### src/baer_ram.sv
// ----------------------------------------------------------------------------
// baer_ram
// Generic simple dual-port RAM: one write port, one read port, registered read.
// ----------------------------------------------------------------------------
module baer_ram #(
	parameter int WIDTH = 8,
	parameter int DEPTH = 16
) (
	input  logic                     clk,
	input  logic                     we,
	input  logic [$clog2(DEPTH)-1:0] waddr,
	input  logic [WIDTH-1:0]         wdata,
	input  logic                     re,
	input  logic [$clog2(DEPTH)-1:0] raddr,
	output logic [WIDTH-1:0]         rdata
);

	logic [WIDTH-1:0] mem [DEPTH];

	always_ff @(posedge clk) begin
		if (we) begin
			mem[waddr] <= wdata;
		end
		if (re) begin
			rdata <= mem[raddr];
		end
	end

endmodule

### config.mk
export PLATFORM = sky130hd
export DESIGN_NAME = baer_ram
export DESIGN_NICKNAME = d
export VERILOG_FILES = /design/src/baer_ram.sv
export SDC_FILE = /design/constraint.sdc
export NUM_CORES = 1
export LEC_CHECK = 0
export ABC_AREA = 1
export BUFFER_PORTS_ARGS = -buffer_cell sky130_fd_sc_hd__buf_2
export CORE_MARGIN = 2
export CORE_UTILIZATION = 40
export DETAILED_ROUTE_END_ITERATION = 16
export GPL_TIMING_DRIVEN = 0
export SLEW_MARGIN = 20
export SYNTH_ARGS = -nofsm -noshare
export SYNTH_HDL_FRONTEND = slang
export SYNTH_SLANG_ARGS = --single-unit
export TNS_END_PERCENT = 10
### constraint.sdc
create_clock -name clk -period 1.2 [get_ports clk]
set_clock_uncertainty 0.1 [all_clocks]
set_input_delay 0.18 -clock clk [delete_from_list [all_inputs] [get_ports clk]]
set_output_delay 0.18 -clock clk [all_outputs]
set_load 0.01 [all_outputs]
==> flow_metrics.tcl <==
set metrics [dict create \
    status "complete, but fails checks" \
    failed_checks "setup timing" \
    cts_tree "done" \
    clockBufferDepth 2 \
    crit_required_ns 1.26 \
    top_level_ports 27 \
    clock_sinks 136 \
    ys_seq_elements 136 \
    dp_hpwl_um 9410 \
    path_clk_slew_ns 0.06 \
    switching_share_pct 21.4 \
    wire_per_inst_um 18.0 \
    fin_ws_ns -0.0450 \
    crit_family "simple AND/OR/NAND/NOR gates" \
    maxSlewViolCount 0 \
    p_int_mw 8.81 \
    die_h_um 125 \
    drc 0 \
    slew_headroom_pct 62.4 \
    p_clk_share_pct 45.3 \
    whs_path_depth 1 \
    slowest_stage "edfxtp_1" \
    path_class "reg2reg" \
    tns_ns -0.124 \
    fmax_mhz 803 \
    setup_viol 6 \
    grt_pass1_wl_um 22200 \
    p_total_mw 11.2 \
    syn_nets 570 \
    cts_max_level 4 \
    path_max_fanout 1 \
    gp_congestion 0.907 \
    hold_violations 0 \
    synth_area_um2 5850 \
    grt_pass1_vias 3918 \
    p_comb_share_pct 6.7 \
    die_area_um2 15600 \
    crit_buf_inv 1 \
    overflow 0 \
    cp-start-kind "flop" \
    drt_iter0_drc 336 \
    ant_nets 0 \
    grt_start_max_net_pins 17 \
    num-fill-cells 1324 \
    yosysUniqueCellTypes 11 \
    min_period_ns 1.24 \
    synth_cells 551 \
    std_cell_rows 44 \
    gr-usage-all-layers_pct 19.1 \
    placed_area_um2 6190 \
    leakagePower_nw 2.95 \
    hp-class "in2reg" \
    drv_cap 0 \
    drt-pass1-iter-count 5 \
    cts_root_buf "clkbuf_16" \
    yosys_warnings 0 \
    coreArea_um2 14400 \
    switching_power_mw 2.41 \
    area_delta_synth_final_pct 18.9 \
    nets 613 \
    syn-mean-instance-area_um2 10.6 \
    die_w_um 125 \
    p_per_area_nw_per_um2 1610 \
    final_layout_size_suffix_gt1_share_pct 19.6 \
    cp_common_cell "nand3_1" \
    end_kind "flop" \
    antenna_found_initial 0 \
    path_cells "inv_1, nand2_1, nand3_1, nand3_1, nand3_1, nand2_1" \
    holdWs_ns 0.0818 \
    seq_area_frac_synth_pct 69.8 \
    rrSetupSlack_ns -0.04 \
    wl_um 14300 \
    max_slew.worst_pin.slew_ns 0.563 \
    dr_total_vias 3926 \
    rsz0062_at_grt "true" \
    seq_power_share_pct 48.0 \
    cp_num_cells 6 \
    r2r_cells 6 \
    fin_crit_sh_pct 104 \
    insertion_delay_ns 0.42 \
    vdd_drop_max_mv 0.914 \
    viasPerCell 4.96 \
    initial_core_util_pct 40.5 \
    cts_made_buffers 17 \
    arrival_ns 1.30 \
    slowest_delay_ns 0.38 \
    antenna_cells 0 \
    fin_area_um2 6950 \
    port_buffers 23 \
]
-- per-layer routing --
metal | track usage [%] | part of all wire [%] | up-vias | wire [um]
met5 | 0 | 0 | - | 0
met3 | 3.82 | 7.3 | 24 | 1040
met1 | 26.1 | 43 | 1870 | 6150
li1 | - | - | 1867 | -
met4 | 7.91 | 2.2 | 0 | 314
met2 | 30.1 | 47 | 165 | 6760
-- registers in the layout (all words and copies together), names as in the netlist --
| name | cells |
|---|---|
| mem | 128 |
| rdata | 8 |
-- cells by family after synthesis --
kind of cell / after synthesis / share of synthesized area [%]
flip-flops: 136 / 69.8
AND/OR/NAND/NOR: 289 / 20.8
buffers and inverters: 126 / 9.39
-- synthesized netlist by cell type (all sizes together) --
cell type,n,area (um^2)
nand3,97,485
nand2,173,649
nor2,17,63.8
inv,102,383
nand3b,2,15.0
buf,24,166
edfxtp,136,4080
-- placed cells by master, fill, tap and decap left out, types with 4 or more instances in the layout --
| cell | count |
|---|---|
| inv_1 | 100 |
| buf_4 | 4 |
| nand3_1 | 73 |
| clkbuf_1 | 5 |
| buf_6 | 6 |
| nand3_2 | 24 |
| nand2_1 | 167 |
| nand2_2 | 6 |
| buf_2 | 36 |
| edfxtp_1 | 136 |
| nor2_2 | 15 |
| clkbuf_16 | 17 |
-- power by group through the flow --
stage                     Clock [mW]  Combinational (mW)  Sequential [mW]
after CTS                       5.13               0.724             5.38
final                           5.09               0.751             5.38
after floorplan                    0               0.375             5.49
after global routing            5.33               0.820             5.39
after detailed placement           0               0.689             5.48
after global placement             0               0.676             5.47
-- final timing paths --
| kind | startpoint | to |
|---|---|---|
| hold reg to reg | mem[7][2] | rdata[2] |
| setup reg to reg | mem[0][7] | rdata[7] |
| hold / removal | wdata[2] | mem[1][2] |
| setup / recovery | mem[0][7] | rdata[7] |
-- timing repair --
| item | 4_1_cts | 5_1_grt |
|---|---|---|
| setup endpoints to repair | 80 | 96 |
| hold buffers | 1 | 0 |
| resized for setup | 23 | 24 |
| endpoints found under the hold margin | 8 | 0 |
| buffers inserted | 0 | 0 |
| pin swaps | 8 | 1 |
-- layout make-up --
cell class,count,area [um^2],share of cell area (%)
multi-input cells,289,1390,20.0
inverters,102,383,5.51
clock inverters,10,128,1.84
plain buffers,24,166,2.39
flip-flops and latches,136,4080,58.7
well taps,184,230,3.31
clock buffers,22,444,6.39
repair buffers,24,125,1.80
-- metrics by stage --
| stage | setup slack, ns | cells | util (%) |
|---|---|---|---|
| 3_3_place_gp | -0.550 | 758 | 42.9 |
| 2_1_floorplan | -0.0308 | 551 | - |
| 3_5_place_dp | -0.655 | 758 | 42.9 |
| 6_report | -0.0450 | 791 | 48.2 |
| 5_1_grt | -0.0898 | 791 | 48.2 |
| 4_1_cts | -0.103 | 791 | 47.7 |
Note: power is estimated with default switching activity, not from simulation.
