==> config.mk <==
export PLATFORM = sky130hd
export DESIGN_NAME = baer_ctrl
export DESIGN_NICKNAME = d
export VERILOG_FILES = /design/src/baer_pkg.sv /design/src/baer_ctrl.sv
export SDC_FILE = /design/constraint.sdc
export NUM_CORES = 1
export LEC_CHECK = 0
export BUFFER_PORTS_ARGS = -buffer_cell sky130_fd_sc_hd__buf_2
export CORE_UTILIZATION = 50
export CTS_CLUSTER_SIZE = 8
export DETAILED_ROUTE_END_ITERATION = 10
export PLACE_DENSITY = 0.76
export RECOVER_POWER = 100
export SETUP_SLACK_MARGIN = 0.1
export SYNTH_ARGS = -nofsm -noshare
export SYNTH_HDL_FRONTEND = slang
export SYNTH_SLANG_ARGS = --single-unit
==> constraint.sdc <==
create_clock -name clk -period 7 [get_ports clk]
set_input_delay 1.4 -clock clk [delete_from_list [all_inputs] [get_ports clk]]
set_output_delay 1.4 -clock clk [all_outputs]
set_load 0.02 [all_outputs]
==> src/baer_pkg.sv <==
// ----------------------------------------------------------------------------
// baer_pkg
// Shared types and constants for the bump allocator with exact-size reuse.
// ----------------------------------------------------------------------------
package baer_pkg;

	localparam int TABLE_ENTRIES = 512;
	localparam int IDX_W         = $clog2(TABLE_ENTRIES);
	localparam int CNT_W         = $clog2(TABLE_ENTRIES + 1);

	localparam logic [31:0] ARENA_SIZE_RST   = 32'd268435456;
	localparam logic [31:0] START_OFFSET_RST = 32'd40960;

	typedef enum logic [1:0] {
		OP_ALLOC   = 2'd0,
		OP_RELEASE = 2'd1,
		OP_QUERY   = 2'd2,
		OP_NOP     = 2'd3
	} op_t;

	typedef enum logic [2:0] {
		STS_OK       = 3'd0,
		STS_FULL     = 3'd1,
		STS_OVERFLOW = 3'd2,
		STS_NOTFOUND = 3'd3,
		STS_DOUBLE   = 3'd4,
		STS_NULLQ    = 3'd5,
		STS_ZERO     = 3'd6
	} status_t;

	typedef enum logic {
		REG_ARENA_SIZE   = 1'b0,
		REG_START_OFFSET = 1'b1
	} reg_idx_t;

	typedef enum logic [1:0] {
		S_IDLE,
		S_SCAN,
		S_FINISH
	} state_t;

	typedef struct packed {
		logic        reused;
		logic        in_use;
		logic [30:0] size;
		logic [31:0] offset;
	} entry_t;

	localparam int ENTRY_W = $bits(entry_t);

	typedef struct packed {
		logic [31:0] arena_size;
		logic [31:0] start_offset;
	} cfg_t;

endpackage

==> src/baer_ctrl.sv <==
// ----------------------------------------------------------------------------
// baer_ctrl
// Request sequencer: scans the allocation table one entry per cycle, then decides the
// result and writes back the chosen entry on a successful allocate or a found release.
// ----------------------------------------------------------------------------
module baer_ctrl import baer_pkg::*; (
	input  logic               clk,
	input  logic               arst_n,
	input  cfg_t               cfg,
	input  logic               start,
	output logic               busy,
	input  logic [1:0]         op,
	input  logic [30:0]        num_bytes,
	input  logic [31:0]        address,
	output logic               done,
	output logic [31:0]        address_out,
	output logic [30:0]        size_out,
	output logic               reused,
	output logic [2:0]         status,
	output logic               mem_we,
	output logic [IDX_W-1:0]   mem_waddr,
	output logic [ENTRY_W-1:0] mem_wdata,
	output logic               mem_re,
	output logic [IDX_W-1:0]   mem_raddr,
	input  logic [ENTRY_W-1:0] mem_rdata
);

	state_t           state_q, state_d;
	op_t              op_q;
	logic [30:0]      nb_q;
	logic [31:0]      addr_q;
	logic [CNT_W-1:0] fill_q;
	logic [31:0]      next_free_q;
	logic             started_q;
	logic [CNT_W-1:0] rd_idx_q;
	logic             issued_s1;
	logic [IDX_W-1:0] idx_s1;
	logic             hit_q;
	logic [IDX_W-1:0] hit_idx_q;
	entry_t           hit_entry_q;

	logic             done_q;
	logic [31:0]      address_out_q;
	logic [30:0]      size_out_q;
	logic             reused_q;
	status_t          status_q;

	op_t              op_in;
	logic             immediate;
	status_t          imm_status;
	entry_t           rentry;
	logic             more;
	logic             match;
	logic [31:0]      fin_off;
	logic [32:0]      fin_sum;
	logic             fin_ovf;
	logic             fin_full;
	logic             alloc_ok;
	logic [31:0]      res_addr;
	logic [30:0]      res_size;
	logic             res_reused;
	status_t          res_status;
	entry_t           wentry;

	assign op_in  = op_t'(op);
	assign rentry = entry_t'(mem_rdata);
	// Valid entries always form a prefix of the table, so the fill count marks them.
	assign more   = rd_idx_q < fill_q;
	assign match  = issued_s1 && ((op_q == OP_ALLOC) ?
		(!rentry.in_use && rentry.size == nb_q) : (rentry.offset == addr_q));

	always_comb begin
		immediate  = 1'b0;
		imm_status = STS_OK;
		case (op_in)
			OP_ALLOC: begin
				immediate  = (num_bytes == 31'd0);
				imm_status = STS_ZERO;
			end
			OP_RELEASE: begin
				immediate = (address == 32'd0);
			end
			OP_QUERY: begin
				immediate  = (address == 32'd0);
				imm_status = STS_NULLQ;
			end
			default: begin
				immediate = 1'b1;
			end
		endcase
	end

	// Decision for the finishing cycle.
	always_comb begin
		fin_off    = hit_q ? hit_entry_q.offset : next_free_q;
		fin_sum    = {1'b0, fin_off} + {2'b00, nb_q};
		fin_ovf    = fin_sum >= {1'b0, cfg.arena_size};
		fin_full   = !hit_q && (fill_q == CNT_W'(TABLE_ENTRIES));
		alloc_ok   = 1'b0;
		res_addr   = addr_q;
		res_size   = 31'd0;
		res_reused = 1'b0;
		res_status = STS_OK;
		wentry     = hit_entry_q;
		case (op_q)
			OP_ALLOC: begin
				res_addr = 32'd0;
				if (fin_full) begin
					res_status = STS_FULL;
				end else if (fin_ovf) begin
					res_status = STS_OVERFLOW;
				end else begin
					alloc_ok   = 1'b1;
					res_addr   = fin_off;
					res_size   = nb_q;
					res_reused = hit_q;
				end
				wentry.reused = hit_q;
				wentry.in_use = 1'b1;
				wentry.size   = nb_q;
				wentry.offset = fin_off;
			end
			OP_RELEASE, OP_QUERY: begin
				if (!hit_q) begin
					res_status = STS_NOTFOUND;
				end else begin
					res_size = hit_entry_q.size;
					if (op_q == OP_RELEASE && !hit_entry_q.in_use) begin
						res_status = STS_DOUBLE;
					end
				end
				wentry.in_use = 1'b0;
			end
			default: begin
			end
		endcase
	end

	always_comb begin
		state_d   = state_q;
		mem_re    = 1'b0;
		mem_raddr = rd_idx_q[IDX_W-1:0];
		mem_we    = 1'b0;
		mem_waddr = hit_q ? hit_idx_q : fill_q[IDX_W-1:0];
		mem_wdata = wentry;
		case (state_q)
			S_IDLE: begin
				if (start && !immediate) begin
					state_d = S_SCAN;
				end
			end
			S_SCAN: begin
				mem_re = more && !match;
				if (match || !more) begin
					state_d = S_FINISH;
				end
			end
			S_FINISH: begin
				mem_we  = alloc_ok || (op_q == OP_RELEASE && hit_q);
				state_d = S_IDLE;
			end
			default: begin
				state_d = S_IDLE;
			end
		endcase
	end

	always_ff @(posedge clk or negedge arst_n) begin
		if (!arst_n) begin
			state_q     <= S_IDLE;
		end else begin
			state_q     <= state_d;
		end
	end

	always_ff @(posedge clk or negedge arst_n) begin
		if (!arst_n) begin
			fill_q      <= '0;
			next_free_q <= '0;
			started_q   <= 1'b0;
			rd_idx_q    <= '0;
			issued_s1   <= 1'b0;
			hit_q       <= 1'b0;
			done_q      <= 1'b0;
		end else begin
			done_q <= 1'b0;
			case (state_q)
				S_IDLE: begin
					if (start) begin
						rd_idx_q  <= '0;
						issued_s1 <= 1'b0;
						hit_q     <= 1'b0;
						done_q    <= immediate;
						// The arena opens on the first allocate of a nonzero size.
						if (op_in == OP_ALLOC && num_bytes != 31'd0 && !started_q) begin
							next_free_q <= cfg.start_offset;
							started_q   <= 1'b1;
						end
					end
				end
				S_SCAN: begin
					issued_s1 <= mem_re;
					if (mem_re) begin
						rd_idx_q <= rd_idx_q + CNT_W'(1);
					end
					if (match) begin
						hit_q <= 1'b1;
					end
				end
				S_FINISH: begin
					done_q <= 1'b1;
					if (alloc_ok && !hit_q) begin
						fill_q      <= fill_q + CNT_W'(1);
						next_free_q <= fin_sum[31:0];
					end
				end
				default: begin
				end
			endcase
		end
	end

	always_ff @(posedge clk) begin
		case (state_q)
			S_IDLE: begin
				if (start) begin
					op_q          <= op_in;
					nb_q          <= num_bytes;
					addr_q        <= address;
					address_out_q <= (op_in == OP_ALLOC) ? 32'd0 : address;
					size_out_q    <= 31'd0;
					reused_q      <= 1'b0;
					status_q      <= imm_status;
				end
			end
			S_SCAN: begin
				idx_s1 <= rd_idx_q[IDX_W-1:0];
				if (match) begin
					hit_idx_q   <= idx_s1;
					hit_entry_q <= rentry;
				end
			end
			S_FINISH: begin
				address_out_q <= res_addr;
				size_out_q    <= res_size;
				reused_q      <= res_reused;
				status_q      <= res_status;
			end
			default: begin
			end
		endcase
	end

	assign busy        = (state_q != S_IDLE);
	assign done        = done_q;
	assign address_out = address_out_q;
	assign size_out    = size_out_q;
	assign reused      = reused_q;
	assign status      = status_q;

endmodule

==> reports/results.tsv <==
metric	value	unit
dieArea	31000	sq um
fin_skew	0.0204	ns
netlist_instances	1399	
rsz0062_at_grt	true	
slew_headroom	-126	%
worst-path-buf-inv	3	
cp_slowest_cell	dfrtp_2	
drt_iter0_drc	1223	
rows	63	
clock-root-buffer	clkbuf_16	
holdCritPathClass	reg -> reg	
routedWlPerCell	22.2	microns
path_clk_slew	0.05	ns
endpoint_kind	output port	
worstPathRequired	5.60	ns
ys_ff_latch	273	
synth_fp_nets	1678	
start_util	51.0	%
fmax	0.145	GHz
portBuffers	350	
clock_latency	0.53	ns
worstSetupStartpointType	flop	
nNetsFinal	2031	
synth-edff-count	215	
power_leakage	0.00721	uW
ir_drop	0.207	mV
ys.flop_type	edfxtp_1	
maxSlewViolCount	94	
dp_hpwl	36300	microns
timing.final.crit_share	98.3	%
routed_wl	48300	microns
tns	0	ns
htreeDepth	2	
grt-ovfl-total	0	
grt_pass1_vias	12452	
layout_setup_ws	0.118	ns
nFillCells	2535	
cp.arrival	5.48	ns
syn_area	15100	sq um
drv_cap	2	
slowest_delay	0.48	ns
firstDrtPassIters	6	
hold_viol	0	
synth_warnings	0	
fin_util	62.6	%
final_antenna_net_count	0	
via_per_inst	5.86	
mostFrequentLayoutCells	231 x clkbuf_1, 215 x edfxtp_1, 148 x buf_2	
async_reset_ff_share	21.2	%
grt_pass1_wl	71700	microns
criticalPathCategory	reg -> out	
power	5910	uW
gp_congestion	0.949	
final_layout_size_suffix_gt1_share	17.5	%
ys_types	66	
setup_violations	0	
cp_common_cell	o21ai_1	
cp_top_family	compound AO/OA/AOI/OAI gates	
syn_avg_cell_area	10.8	sq um
powerDensity	318	nW/um^2
grt_max_degree	106	
path_max_fanout	6	
cts-buffers-inserted	40	
status	complete, but fails checks	
crit_chain	mux2i_1 -> inv_1 -> ha_2 -> fa_2 -> a211oi_2 -> o21bai_1 -> nor3b_4 -> o311ai_4 -> a21oi_2 -> o31a_1 -> nor2_2 -> xnor2_2 -> ha_1 -> a2111oi_2 -> o21ai_1 -> o21ai_1 -> buf_4 -> o211ai_1 -> o21ai_1 -> o211ai_1 -> a211o_2 -> a21oi_4 -> buf_6	
grt_usage	30.7	%
clkSinkCount	273	
syn2layout_area_growth	22.8	%
cts_tree	done	
clock_path_buffers	3	
violations	capacitance limit, slew limit	
final_common_cell	clkbuf_1	
grt_antenna_before_repair	4	
io_pins	351	
ys_seq_area_share	52.2	%
worst_pin_slew	3.39	ns
die_height	176	microns
timing.final.crit_period	6.88	ns
place_ws	0.330	ns
vias	12771	
coreArea	29700	sq um
die_x	176	microns
drc	0	
[worst paths after layout]
check / from / to / slack, ns / cells after the start
max: hit_q / mem_we / 0.12 / 23
min: idx_s1[5] / hit_idx_q[5] / 0.42 / 0
max reg2reg: hit_q / fill_q[8] / 1.00 / 25
min reg2reg: idx_s1[5] / hit_idx_q[5] / 0.42 / 0
max in group asynchronous: arst_n / hit_q / 2.73 / 2
min in group asynchronous: arst_n / done / 2.11 / 2
[per-stage QoR]
| step | std cells | area [sq um] | hold slack (ns) |
|---|---|---|---|
| 2_1_floorplan | 1399 | 15200 | 0.400 |
| 3_3_place_gp | 2088 | 17300 | 0.401 |
| 3_5_place_dp | 2088 | 17300 | 0.405 |
| 4_1_cts | 2168 | 18600 | 0.416 |
| 5_1_grt | 2178 | 18600 | 0.424 |
| 6_report | 2178 | 18600 | 0.416 |
[worst register-to-register path: stages, from the launching register on]
cell and delay, ns:
dfrtp_2 0.48, mux2i_1 0.25, inv_1 0.07, ha_2 0.20
fa_2 0.38, a211oi_2 0.19, o21bai_1 0.14, nor3b_4 0.20
o311ai_4 0.31, a21oi_2 0.12, o31a_1 0.33, nor2_2 0.13
xnor2_2 0.13, ha_1 0.27, a2111oi_2 0.35, o21ai_1 0.12
o21ai_1 0.14, buf_4 0.14, o211ai_1 0.08, o21ai_1 0.14
o211ai_1 0.14, a211o_2 0.33, buf_4 0.30, nor3_4 0.29
or4b_1 0.50, xnor2_1 0.15
[Yosys cell counts (34+ instances only)]
| cell type | number | share of area (%) |
|---|---|---|
| a21oi_1 | 115 | 3.8 |
| clkbuf_1 | 44 | 1.1 |
| nor2_1 | 127 | 3.1 |
| xor2_1 | 58 | 3.4 |
| ha_1 | 81 | 6.7 |
| xnor2_1 | 41 | 2.4 |
| inv_1 | 93 | 2.3 |
| o21ai_0 | 68 | 2.2 |
| edfxtp_1 | 215 | 43 |
| mux2i_1 | 36 | 2.4 |
| nand2_1 | 109 | 2.7 |
| a31oi_1 | 34 | 1.4 |
| dfrtp_1 | 58 | 9.6 |
[final cells by class]
type | count | area (sq um) | share of cell area (%)
Tap cell | 390 | 488 | 2.62
Clock inverter | 5 | 80.1 | 0.431
Antenna cell | 4 | 10.0 | 0.0538
Multi-Input combinational cell | 961 | 6850 | 36.8
Inverter | 95 | 357 | 1.92
Clock buffer | 69 | 1110 | 5.97
Sequential cell | 273 | 7910 | 42.5
Timing Repair Buffer | 381 | 1790 | 9.63
[report_power, final]
| group | switching (uW) | total [uW] | internal, uW |
|---|---|---|---|
| clock network | 722 | 1840 | 1120 |
| registers | 124 | 2050 | 1920 |
| logic | 1210 | 2030 | 819 |
| total | 2060 | 5910 | 3860 |
[sequential cells by signal (all words and copies together) (netlist names), 2 cells and up]
signal	flops
size_out	31
hit_entry_q	65
fill_q	10
addr_q	32
status	3
nb_q	31
rd_idx_q	10
hit_idx_q	9
address_out	32
state_q	2
op_q	2
idx_s1	9
next_free_q	32
[per-layer routing]
layer  part of all wire (%)  global-route usage [%]  wire length (microns)  vias to the layer above
met2                     47                    49.0                  22700                      662
met5                      0                       0                      0                        -
met4                    4.4                    13.7                   2110                        0
li1                       -                       -                      -                     5847
met1                     41                    41.5                  19800                     6134
met3                    7.6                    4.54                   3660                      128
[cell families after synthesis]
logic type,synth area share [%]
simple gates,12.5
fa+ha+maj,6.82
mux,4.83
compound gates,13.5
xor+xnor,5.73
buf+inv,4.40
flops,52.2
[what timing repair did]
action	in CTS	in global routing
buffers inserted	6	5
gates resized for setup	26	30
gates cloned	0	1
pin swaps	4	12
setup endpoints to repair	1	1
hold buffers	0	0
Power figures use the tool's default switching activity.
